[src/sv/bla_pkg.sv]
package bla_pkg;

    // Field and register widths
    localparam int CODE_W     = 12;
    localparam int PIN_W      = 13;
    localparam int BAT_W      = 16;
    localparam int PCT_W      = 10;
    localparam int GAIN_W     = 17;
    localparam int RATIO_W    = 20;
    localparam int MV_W       = 16;
    localparam int CFG_IDX_W  = 2;
    localparam int CFG_DATA_W = 20;

    // Register reset values
    localparam logic [GAIN_W-1:0]  GAIN_RESET  = 17'd66191;
    localparam logic [RATIO_W-1:0] RATIO_RESET = 20'd257206;
    localparam logic [MV_W-1:0]    EMPTY_RESET = 16'd9600;
    localparam logic [MV_W-1:0]    FULL_RESET  = 16'd12600;

    localparam int DEPTH_DEFAULT = 10;

    // Converter scale and percent range
    localparam int ADC_FULL_CODE = 4095;
    localparam int ADC_FULL_MV   = 3300;
    localparam int PCT_MAX       = 1000;

    // Shared divider: remainder and divisor width covers the largest
    // sample-count divisor (4095 * 64) and the 16-bit voltage span.
    localparam int DIV_W     = 18;
    localparam int QUO_W     = 29;  // pin_q16 always fits below 2^29
    localparam int DIV_CNT_W = 5;
    localparam int PCT_BITS  = 11;  // quotient bits for the percent divide

    typedef enum logic [CFG_IDX_W-1:0] {
        REG_GAIN  = 2'd0,
        REG_RATIO = 2'd1,
        REG_EMPTY = 2'd2,
        REG_FULL  = 2'd3
    } cfg_reg_t;

    typedef enum logic [3:0] {
        ST_IDLE,
        ST_PUSH,
        ST_MUL1,
        ST_MUL2,
        ST_DIV1,
        ST_WAIT1,
        ST_MUL3,
        ST_PCT,
        ST_CHK,
        ST_WAIT2,
        ST_OUT
    } state_t;

    typedef struct packed {
        logic                 start;
        logic [DIV_CNT_W-1:0] count;
    } div_req_t;

endpackage

[src/sv/bla_ring.sv]
module bla_ring #(
    parameter int DEPTH = bla_pkg::DEPTH_DEFAULT,
    parameter int SUM_W = 16,
    parameter int CNT_W = 4
) (
    input  logic                      clk,
    input  logic                      rst_n,
    input  logic                      push_valid,
    input  logic [bla_pkg::CODE_W-1:0] push_code,
    output logic                      push_done,
    output logic [SUM_W-1:0]          sum,
    output logic [CNT_W-1:0]          fill
);
    import bla_pkg::*;

    localparam int IDX_W = (DEPTH > 1) ? $clog2(DEPTH) : 1;

    logic [CODE_W-1:0] mem [DEPTH];
    logic [CODE_W-1:0] rdata_reg;
    logic [CODE_W-1:0] code_reg;
    logic              phase_reg;
    logic              done_reg;
    logic [IDX_W-1:0]  slot_reg, slot_next;
    logic [CNT_W-1:0]  fill_reg, fill_next;
    logic [SUM_W-1:0]  sum_reg, sum_next;
    logic              full;

    // Old entry leaves the sum only once every slot holds a sample.
    assign full = (fill_reg == CNT_W'(DEPTH));

    always_comb
    begin
        slot_next = (slot_reg == IDX_W'(DEPTH - 1)) ? '0 : slot_reg + 1'b1;
        fill_next = full ? fill_reg : fill_reg + 1'b1;
        sum_next  = sum_reg - (full ? SUM_W'(rdata_reg) : '0) + SUM_W'(code_reg);
    end

    always_ff @(posedge clk)
    begin
        if (push_valid)
        begin
            rdata_reg <= mem[slot_reg];
            code_reg  <= push_code;
        end
        if (phase_reg)
        begin
            mem[slot_reg] <= code_reg;
        end
    end

    always_ff @(posedge clk or negedge rst_n)
    begin
        if (!rst_n)
        begin
            phase_reg <= 1'b0;
            done_reg  <= 1'b0;
            slot_reg  <= '0;
            fill_reg  <= '0;
            sum_reg   <= '0;
        end
        else
        begin
            phase_reg <= push_valid;
            done_reg  <= phase_reg;
            if (phase_reg)
            begin
                slot_reg <= slot_next;
                fill_reg <= fill_next;
                sum_reg  <= sum_next;
            end
        end
    end

    assign push_done = done_reg;
    assign sum       = sum_reg;
    assign fill      = fill_reg;

endmodule

[src/sv/bla_div.sv]
module bla_div (
    input  logic                      clk,
    input  logic                      rst_n,
    input  bla_pkg::div_req_t         req,
    input  logic [bla_pkg::DIV_W-1:0] den,
    input  logic [bla_pkg::DIV_W-1:0] rem_init,
    input  logic [bla_pkg::QUO_W-1:0] bits,
    output logic                      busy,
    output logic                      done,
    output logic [bla_pkg::QUO_W-1:0] quo
);
    import bla_pkg::*;

    logic [DIV_W-1:0]     den_reg;
    logic [DIV_W-1:0]     rem_reg, rem_next;
    logic [QUO_W-1:0]     shf_reg;
    logic [QUO_W-1:0]     quo_reg, quo_next;
    logic [DIV_CNT_W-1:0] cnt_reg;
    logic                 busy_reg;
    logic                 done_reg;
    logic [DIV_W:0]       trial;
    logic [DIV_W:0]       diff;
    logic                 ge;

    // Restoring division, one quotient bit per cycle; remainder stays below den.
    always_comb
    begin
        trial    = {rem_reg, shf_reg[QUO_W-1]};
        diff     = trial - {1'b0, den_reg};
        ge       = (trial >= {1'b0, den_reg});
        rem_next = ge ? diff[DIV_W-1:0] : trial[DIV_W-1:0];
        quo_next = {quo_reg[QUO_W-2:0], ge};
    end

    always_ff @(posedge clk)
    begin
        if (req.start)
        begin
            den_reg <= den;
            rem_reg <= rem_init;
            shf_reg <= bits;
            quo_reg <= '0;
        end
        else if (busy_reg)
        begin
            rem_reg <= rem_next;
            shf_reg <= {shf_reg[QUO_W-2:0], 1'b0};
            quo_reg <= quo_next;
        end
    end

    always_ff @(posedge clk or negedge rst_n)
    begin
        if (!rst_n)
        begin
            busy_reg <= 1'b0;
            done_reg <= 1'b0;
            cnt_reg  <= '0;
        end
        else
        begin
            done_reg <= 1'b0;
            if (req.start)
            begin
                busy_reg <= 1'b1;
                cnt_reg  <= req.count;
            end
            else if (busy_reg)
            begin
                cnt_reg <= cnt_reg - 1'b1;
                if (cnt_reg == DIV_CNT_W'(1))
                begin
                    busy_reg <= 1'b0;
                    done_reg <= 1'b1;
                end
            end
        end
    end

    assign busy = busy_reg;
    assign done = done_reg;
    assign quo  = quo_reg;

endmodule

[src/sv/battery_level_averager_top.sv]
// Moving-average battery gauge. Each input transaction carries one 12-bit
// converter code; the block keeps the last DEPTH codes in a small sample
// memory with a running sum, averages over the codes received so far during
// warm-up, and returns one result transaction with the corrected pin voltage,
// the battery voltage (both in mV, the battery value saturating) and the
// charge in tenths of a percent, clamped to 0..1000 (0 when full_mv is not
// above empty_mv). Items are handled one at a time: the next code is taken
// only after the result of the last one has been loaded into the output
// register. The percent is settled without a divide when the battery is at
// or below empty, the span is not positive, or the battery is at least about
// twice the span above empty. The shared one-bit-per-cycle divider runs 29
// steps for the average and 11 steps for the percent; a result register that
// is not taken holds the next item back. A finished result sits in the output
// register while the next code is accepted. Configuration writes are always
// taken.
module battery_level_averager_top #(
    parameter int DEPTH = bla_pkg::DEPTH_DEFAULT
) (
    input  logic                           clk,
    input  logic                           rst_n,
    input  logic                           cfg_valid,
    output logic                           cfg_ready,
    input  logic [bla_pkg::CFG_IDX_W-1:0]  cfg_index,
    input  logic [bla_pkg::CFG_DATA_W-1:0] cfg_data,
    input  logic                           in_valid,
    output logic                           in_ready,
    input  logic [bla_pkg::CODE_W-1:0]     adc_code,
    output logic                           out_valid,
    input  logic                           out_ready,
    output logic [bla_pkg::PIN_W-1:0]      pin_mv,
    output logic [bla_pkg::BAT_W-1:0]      battery_mv,
    output logic [bla_pkg::PCT_W-1:0]      percent_tenths
);
    import bla_pkg::*;

    // Sum of DEPTH codes and the sample count that divides it
    localparam int SUM_W  = $clog2(DEPTH * ADC_FULL_CODE + 1);
    localparam int CNT_W  = $clog2(DEPTH + 1);
    localparam int P1_W   = SUM_W + 12;          // sum * 3300
    localparam int NUM_W  = P1_W + GAIN_W;       // sum * 3300 * gain
    localparam int BAT_QW = QUO_W + RATIO_W - 16; // battery mV in Q16
    localparam int N2_W   = BAT_QW + 10 - 16;     // (bat - lo) * 1000 >> 16

    // ---------------- configuration registers ----------------
    logic [GAIN_W-1:0]  gain_reg;
    logic [RATIO_W-1:0] ratio_reg;
    logic [MV_W-1:0]    empty_reg;
    logic [MV_W-1:0]    full_reg;

    assign cfg_ready = 1'b1;

    always_ff @(posedge clk or negedge rst_n)
    begin
        if (!rst_n)
        begin
            gain_reg  <= GAIN_RESET;
            ratio_reg <= RATIO_RESET;
            empty_reg <= EMPTY_RESET;
            full_reg  <= FULL_RESET;
        end
        else if (cfg_valid && cfg_ready)
        begin
            unique case (cfg_reg_t'(cfg_index))
                REG_GAIN:  gain_reg  <= cfg_data[GAIN_W-1:0];
                REG_RATIO: ratio_reg <= cfg_data[RATIO_W-1:0];
                REG_EMPTY: empty_reg <= cfg_data[MV_W-1:0];
                REG_FULL:  full_reg  <= cfg_data[MV_W-1:0];
                default:   ;
            endcase
        end
    end

    // ---------------- sample ring ----------------
    logic             in_fire;
    logic             ring_done;
    logic [SUM_W-1:0] ring_sum;
    logic [CNT_W-1:0] ring_fill;

    assign in_fire = in_valid && in_ready;

    bla_ring #(
        .DEPTH (DEPTH),
        .SUM_W (SUM_W),
        .CNT_W (CNT_W)
    ) u_ring (
        .clk        (clk),
        .rst_n      (rst_n),
        .push_valid (in_fire),
        .push_code  (adc_code),
        .push_done  (ring_done),
        .sum        (ring_sum),
        .fill       (ring_fill)
    );

    // ---------------- shared divider ----------------
    div_req_t         div_req;
    logic [DIV_W-1:0] div_den;
    logic [DIV_W-1:0] div_rem;
    logic [QUO_W-1:0] div_bits;
    logic             div_busy;
    logic             div_done;
    logic [QUO_W-1:0] div_quo;

    bla_div u_div (
        .clk      (clk),
        .rst_n    (rst_n),
        .req      (div_req),
        .den      (div_den),
        .rem_init (div_rem),
        .bits     (div_bits),
        .busy     (div_busy),
        .done     (div_done),
        .quo      (div_quo)
    );

    // ---------------- datapath registers ----------------
    state_t             state_reg, state_next;
    logic [P1_W-1:0]    prod1_reg, prod1_next;
    logic [NUM_W-1:0]   num_reg, num_next;
    logic [DIV_W-1:0]   den_reg, den_next;
    logic [QUO_W-1:0]   pinq_reg, pinq_next;
    logic [BAT_QW-1:0]  batq_reg, batq_next;
    logic [N2_W-1:0]    n2_reg, n2_next;
    logic [MV_W-1:0]    span_reg, span_next;
    logic               zero_reg, zero_next;
    logic [PCT_W-1:0]   pct_reg, pct_next;
    logic               out_valid_reg, out_valid_next;
    logic [PIN_W-1:0]   pin_out_reg, pin_out_next;
    logic [BAT_W-1:0]   bat_out_reg, bat_out_next;
    logic [PCT_W-1:0]   pct_out_reg, pct_out_next;

    logic               out_free;
    logic               pct_over;
    logic [BAT_QW-1:0]  lo_q16;
    logic [BAT_QW-1:0]  bat_diff;
    logic [N2_W+15:0]   pct_prod;
    logic [QUO_W+RATIO_W-1:0] bat_prod;

    assign out_free = !out_valid_reg || out_ready;
    // Quotient of 2048 or more: no divide needed, clamp straight away.
    assign pct_over = (n2_reg[N2_W-1:PCT_BITS] >= span_reg);
    assign lo_q16   = BAT_QW'({empty_reg, 16'd0});
    assign bat_diff = batq_reg - lo_q16;
    assign pct_prod = (N2_W + 16)'(bat_diff * (N2_W + 16)'(PCT_MAX));
    assign bat_prod = pinq_reg * ratio_reg;

    // next state
    always_comb
    begin
        state_next = state_reg;
        unique case (state_reg)
            ST_IDLE:  if (in_fire) state_next = ST_PUSH;
            ST_PUSH:  if (ring_done) state_next = ST_MUL1;
            ST_MUL1:  state_next = ST_MUL2;
            ST_MUL2:  state_next = ST_DIV1;
            ST_DIV1:  state_next = ST_WAIT1;
            ST_WAIT1: if (div_done) state_next = ST_MUL3;
            ST_MUL3:  state_next = ST_PCT;
            ST_PCT:   state_next = ST_CHK;
            ST_CHK:   state_next = (zero_reg || pct_over) ? ST_OUT : ST_WAIT2;
            ST_WAIT2: if (div_done) state_next = ST_OUT;
            ST_OUT:   if (out_free) state_next = ST_IDLE;
            default:  state_next = ST_IDLE;
        endcase
    end

    // control outputs
    always_comb
    begin
        in_ready      = (state_reg == ST_IDLE);
        div_req.start = 1'b0;
        div_req.count = DIV_CNT_W'(QUO_W);
        div_den       = den_reg;
        div_rem       = DIV_W'(num_reg >> QUO_W);
        div_bits      = num_reg[QUO_W-1:0];
        unique case (state_reg)
            ST_DIV1:
            begin
                div_req.start = 1'b1;
            end
            ST_CHK:
            begin
                div_req.start = !(zero_reg || pct_over);
                div_req.count = DIV_CNT_W'(PCT_BITS);
                div_den       = DIV_W'(span_reg);
                div_rem       = DIV_W'(n2_reg[N2_W-1:PCT_BITS]);
                div_bits      = {n2_reg[PCT_BITS-1:0], (QUO_W - PCT_BITS)'(0)};
            end
            default: ;
        endcase
    end

    // datapath next values
    always_comb
    begin
        prod1_next     = prod1_reg;
        num_next       = num_reg;
        den_next       = den_reg;
        pinq_next      = pinq_reg;
        batq_next      = batq_reg;
        n2_next        = n2_reg;
        span_next      = span_reg;
        zero_next      = zero_reg;
        pct_next       = pct_reg;
        out_valid_next = out_valid_reg && !out_ready;
        pin_out_next   = pin_out_reg;
        bat_out_next   = bat_out_reg;
        pct_out_next   = pct_out_reg;
        case (state_reg)
            ST_MUL1:
            begin
                prod1_next = P1_W'(ring_sum) * P1_W'(ADC_FULL_MV);
                den_next   = DIV_W'(DIV_W'(ring_fill) * DIV_W'(ADC_FULL_CODE));
            end
            ST_MUL2:
            begin
                num_next = NUM_W'(prod1_reg) * NUM_W'(gain_reg);
            end
            ST_WAIT1:
            begin
                if (div_done)
                begin
                    pinq_next = div_quo;
                end
            end
            ST_MUL3:
            begin
                batq_next = bat_prod[QUO_W+RATIO_W-1:16];
            end
            ST_PCT:
            begin
                // compares use the unsaturated battery value
                zero_next = (full_reg <= empty_reg) || (batq_reg <= lo_q16);
                span_next = full_reg - empty_reg;
                n2_next   = pct_prod[N2_W+15:16];
            end
            ST_CHK:
            begin
                pct_next = zero_reg ? '0 : PCT_W'(PCT_MAX);
            end
            ST_WAIT2:
            begin
                if (div_done)
                begin
                    pct_next = (div_quo[PCT_BITS-1:0] > PCT_BITS'(PCT_MAX))
                             ? PCT_W'(PCT_MAX) : div_quo[PCT_W-1:0];
                end
            end
            ST_OUT:
            begin
                if (out_free)
                begin
                    out_valid_next = 1'b1;
                    // pin_q16 < 2^29, so its integer part always fits 13 bits
                    pin_out_next   = pinq_reg[QUO_W-1:16];
                    bat_out_next   = batq_reg[BAT_QW-1] ? {BAT_W{1'b1}}
                                                        : batq_reg[BAT_QW-2:16];
                    pct_out_next   = pct_reg;
                end
            end
            default: ;
        endcase
    end

    always_ff @(posedge clk)
    begin
        prod1_reg   <= prod1_next;
        num_reg     <= num_next;
        den_reg     <= den_next;
        pinq_reg    <= pinq_next;
        batq_reg    <= batq_next;
        n2_reg      <= n2_next;
        span_reg    <= span_next;
        zero_reg    <= zero_next;
        pct_reg     <= pct_next;
        pin_out_reg <= pin_out_next;
        bat_out_reg <= bat_out_next;
        pct_out_reg <= pct_out_next;
    end

    always_ff @(posedge clk or negedge rst_n)
    begin
        if (!rst_n)
        begin
            state_reg     <= ST_IDLE;
            out_valid_reg <= 1'b0;
        end
        else
        begin
            state_reg     <= state_next;
            out_valid_reg <= out_valid_next;
        end
    end

    assign out_valid      = out_valid_reg;
    assign pin_mv         = pin_out_reg;
    assign battery_mv     = bat_out_reg;
    assign percent_tenths = pct_out_reg;

`ifndef SYNTHESIS
    // divider is never restarted while it is still stepping
    a_div_no_restart: assert property (@(posedge clk) disable iff (!rst_n)
        div_req.start |-> !div_busy)
        else $error("divider started while busy");

    // ring finishes its update only while the sequencer waits for it
    a_ring_done_state: assert property (@(posedge clk) disable iff (!rst_n)
        ring_done |-> (state_reg == ST_PUSH))
        else $error("ring update outside push phase");

    // divider results arrive only in a wait state
    a_div_done_state: assert property (@(posedge clk) disable iff (!rst_n)
        div_done |-> (state_reg == ST_WAIT1 || state_reg == ST_WAIT2))
        else $error("divider result with no consumer");

    // presented percent is always within range
    a_pct_range: assert property (@(posedge clk) disable iff (!rst_n)
        out_valid |-> (percent_tenths <= PCT_W'(PCT_MAX)))
        else $error("percent out of range");
`endif

endmodule
[config.mk]
export PLATFORM = sky130hd
export DESIGN_NAME = battery_level_averager_top
export DESIGN_NICKNAME = d
export VERILOG_FILES = /design/src/sv/bla_pkg.sv /design/src/sv/bla_ring.sv /design/src/sv/bla_div.sv /design/src/sv/battery_level_averager_top.sv
export SDC_FILE = /design/constraint.sdc
export NUM_CORES = 2
export LEC_CHECK = 0
export BUFFER_PORTS_ARGS = -buffer_cell sky130_fd_sc_hd__buf_4
export CAP_MARGIN = 20
export CORE_MARGIN = 4
export CORE_UTILIZATION = 25
export CTS_CLUSTER_DIAMETER = 30
export DETAILED_ROUTE_END_ITERATION = 10
export PLACE_DENSITY = 0.41
export SYNTH_ARGS = -nofsm -noshare
export SYNTH_HDL_FRONTEND = slang
export SYNTH_SLANG_ARGS = --single-unit
[constraint.sdc]
create_clock -name clk -period 6.6 [get_ports clk]
set_input_delay 0.99 -clock clk [delete_from_list [all_inputs] [get_ports clk]]
set_output_delay 0.99 -clock clk [all_outputs]
set_load 0.05 [all_outputs]
==> results.cfg <==
[logic_synthesis]
synthesis.nets = 7938
ys_seq_elements = 581
synth-async-reset-ratio = 0.184
synth_edf_count = 445
synth_top_cell_area_share = 0.316
syn_area_sq_um = 65400
synth_cell_types = 76
synth_warnings = 0
yosysTopAreaCell = fa_1
synthTopCellsByArea = fa_1 32%, edfxtp_1 20%, ha_1 10%
syn_avg_cell_area_sq_um = 10.3
synth.yosys.seq_area_share = 0.255
synth_cells = 6322
synthFlopType = edfxtp_1

[placement]
dpl.hpwl_microns = 157000
gp_congestion = 0.825
portBuffers = 79

[cts]
cts_tree = built
clockBufferDepth = 3
clk_pin_slew_ns = 0.04
clk_latency_ns = 0.81
cts_sinks = 581
cts_made_buffers = 167
clockRootBuffer = clkbuf_16
cts_hold_buffers = 0
cts.htree.levels = 4

[global_route]
track_usage = 0.145
grt_overflow = 0
antenna_found_initial = 12
grt_pass1_vias = 49900
grt_max_degree = 57
grt_pass1_wl_microns = 301000

[timing]
hold_viol_final = 0
finalCritPeriodShare = 1.09
holdWs_ns = 0.217
setup_viol = 28
finalCriticalPeriod_ns = 7.21
setup_ws_ns = -0.614
max_freq_ghz = 0.139
maxSlewViolCount = 0
grt_setup_unrepaired = yes
slew_headroom = 0.280
worst_pin_slew_ns = 1.08
clock_skew_ns = 0.0696

[drt]
dr.pass1.iters = 5
antenna_left = 0
vias = 45200
drc = 0
viasPerCell = 4.25
route.detailed.wl_per_inst_microns = 18.2
wl_microns = 193000
drt_iter0_drc = 2250

[cells_and_area]
drive_above_1_share = 0.201
largest_reg_flops = 120
final_core_util = 0.318
final_nets = 8586
syn_to_final_growth_pct = 26.4

[setup_path]
r2r_slack_ns = -0.61
crit_path_end_kind = flip-flop
regToRegStartpoint = ratio_reg[11]$_DFFE_PN1P_
reg2regPathDepth = 25
cp_data_required_time_ns = 7.12
path_class = flip-flop to flip-flop
worst_setup_path_start_kind = flip-flop
crit_fanout = 4
timing.critical_path.arrival_ns = 7.74
rr_endpoint = batq_reg[27]$_DFFE_PP_

[floorplan]
dieWidth_microns = 519
core_area_sq_um = 260000
dieHeight_microns = 519
start_util = 0.252
dieArea_sq_um = 270000
row_count = 187
io_pins = 81

[run_status]
violations = setup timing
status = finished, violations left

[hold_path]
hold_class = primary input to async pin

[flow_run]
cap_violations = 0
==> worst max-delay path, cell delays in order (launching register included) <==
cell and delay, ns:
dfstp_2 0.63, buf_12 0.14, nand2_1 0.07, fa_1 0.53, inv_1 0.05, fa_1 0.50, inv_1 0.06, fa_1 0.54
inv_1 0.05, fa_1 0.50, fa_2 0.45, fa_1 0.49, inv_1 0.05, fa_1 0.49, inv_2 0.05, ha_4 0.22
nand2_2 0.11, nor3_2 0.06, a21oi_2 0.25, a21oi_4 0.10, o31a_1 0.36, a221oi_4 0.44, o41ai_2 0.12, or4_4 0.44
a31oi_2 0.16, xnor2_1 0.08
==> per-stage QoR <==
step / instance area (sq um) / setup slack [ns] / TNS (ns) / cells
global placement: 74200 / -0.731 / -15.50 / 10200
global route: 82700 / -0.851 / -17.38 / 10600
floorplan: 65600 / -0.212 / -0.688 / 6322
CTS: 81700 / -0.582 / -8.70 / 10600
detailed placement: 74300 / -0.758 / -16.11 / 10200
finish: 82700 / -0.614 / -10.02 / 10600
==> layout by cell type, fill, tap and decap left out, types with 26 or more instances in the layout <==
| cell | n |
|---|---|
| ha_4 | 28 |
| edfxtp_1 | 445 |
| o21ai_0 | 119 |
| xor2_1 | 48 |
| inv_2 | 44 |
| mux2_2 | 87 |
| nor2_1 | 155 |
| and2_1 | 423 |
| a21oi_1 | 128 |
| xnor2_1 | 110 |
| ha_1 | 515 |
| a21o_1 | 83 |
| buf_6 | 56 |
| nand2_1 | 700 |
| mux2i_1 | 51 |
| bufinv_16 | 36 |
| nand2b_1 | 35 |
| fa_1 | 1011 |
| buf_4 | 632 |
| nor2b_1 | 38 |
| clkbuf_16 | 168 |
| o21a_1 | 26 |
| buf_12 | 49 |
| dfstp_2 | 27 |
| and3_1 | 28 |
| nand3_1 | 39 |
| nor3_1 | 37 |
| dfrtp_1 | 74 |
| dfxtp_1 | 29 |
| inv_1 | 1319 |
| clkinv_2 | 38 |
==> area by class of cell <==
type	instances	area (sq um)
fillers	26700	177000
multi-input cells	4111	43800
flip-flops and latches	581	16700
repair buffers	746	6500
inverters	1363	5120
clock buffers	196	4390
well taps	3496	4370
clock inverters	116	1780
diodes	5	12.5
==> cells by family after synthesis <==
kind of cell / after synthesis / synth area share
other: 1 / 0.0000573
xor gates and xnor gates: 172 / 0.0230
and+or+nand+nor: 1620 / 0.120
muxes: 162 / 0.0311
buffers and inverters: 1630 / 0.0938
adders and majority gates: 1577 / 0.420
DFF: 581 / 0.255
AOI/OAI and AO/OA: 579 / 0.0571
==> Yosys cell counts, types with 25 or more instances <==
cell      count
a211oi_1     28
a21o_1       83
a21oi_1     151
a22oi_1      25
and2_1      437
and3_1       29
clkbuf_1    254
dfrtp_1      78
dfstp_2      29
dfxtp_1      29
edfxtp_1    445
fa_1       1031
ha_1        546
inv_1      1362
mux2_2       87
mux2i_1      51
nand2_1     719
nand2b_1     36
nand3_1      44
nor2_1      166
nor2b_1      39
nor3_1       46
o21a_1       26
o21ai_0     135
or2_2        28
xnor2_1     121
xor2_1       51
==> worst max path at each step <==
stage                         startpoint                endpoint
6_report       ratio_reg[11]$_DFFE_PN1P_  batq_reg[27]$_DFFE_PP_
5_1_grt            pinq_reg[8]$_DFFE_PP_  batq_reg[27]$_DFFE_PP_
4_1_cts            pinq_reg[6]$_DFFE_PP_  batq_reg[29]$_DFFE_PP_
3_5_place_dp    ratio_reg[2]$_DFFE_PN1P_  batq_reg[27]$_DFFE_PP_
3_3_place_gp    ratio_reg[5]$_DFFE_PN1P_  batq_reg[27]$_DFFE_PP_
2_1_floorplan     pinq_reg[10]$_DFFE_PP_  batq_reg[27]$_DFFE_PP_
==> per-layer routing <==
layer / vias up / global-route usage / wire, microns
met5: - / 0 / 0
met4: 0 / 0.0519 / 7010
met3: 240 / 0.0244 / 7990
met2: 763 / 0.232 / 88700
met1: 23100 / 0.197 / 89700
li1: 21100 / - / -
==> what timing repair did <==
action                     CTS  global route
setup endpoints to repair   46            52
gates cloned                 1             0
pin swaps                   72           112
setup buffers               65            40
resized for setup          158           176
Power is not shown: default switching activity piles up to over one toggle a cycle in this logic, so the estimate is an artifact.
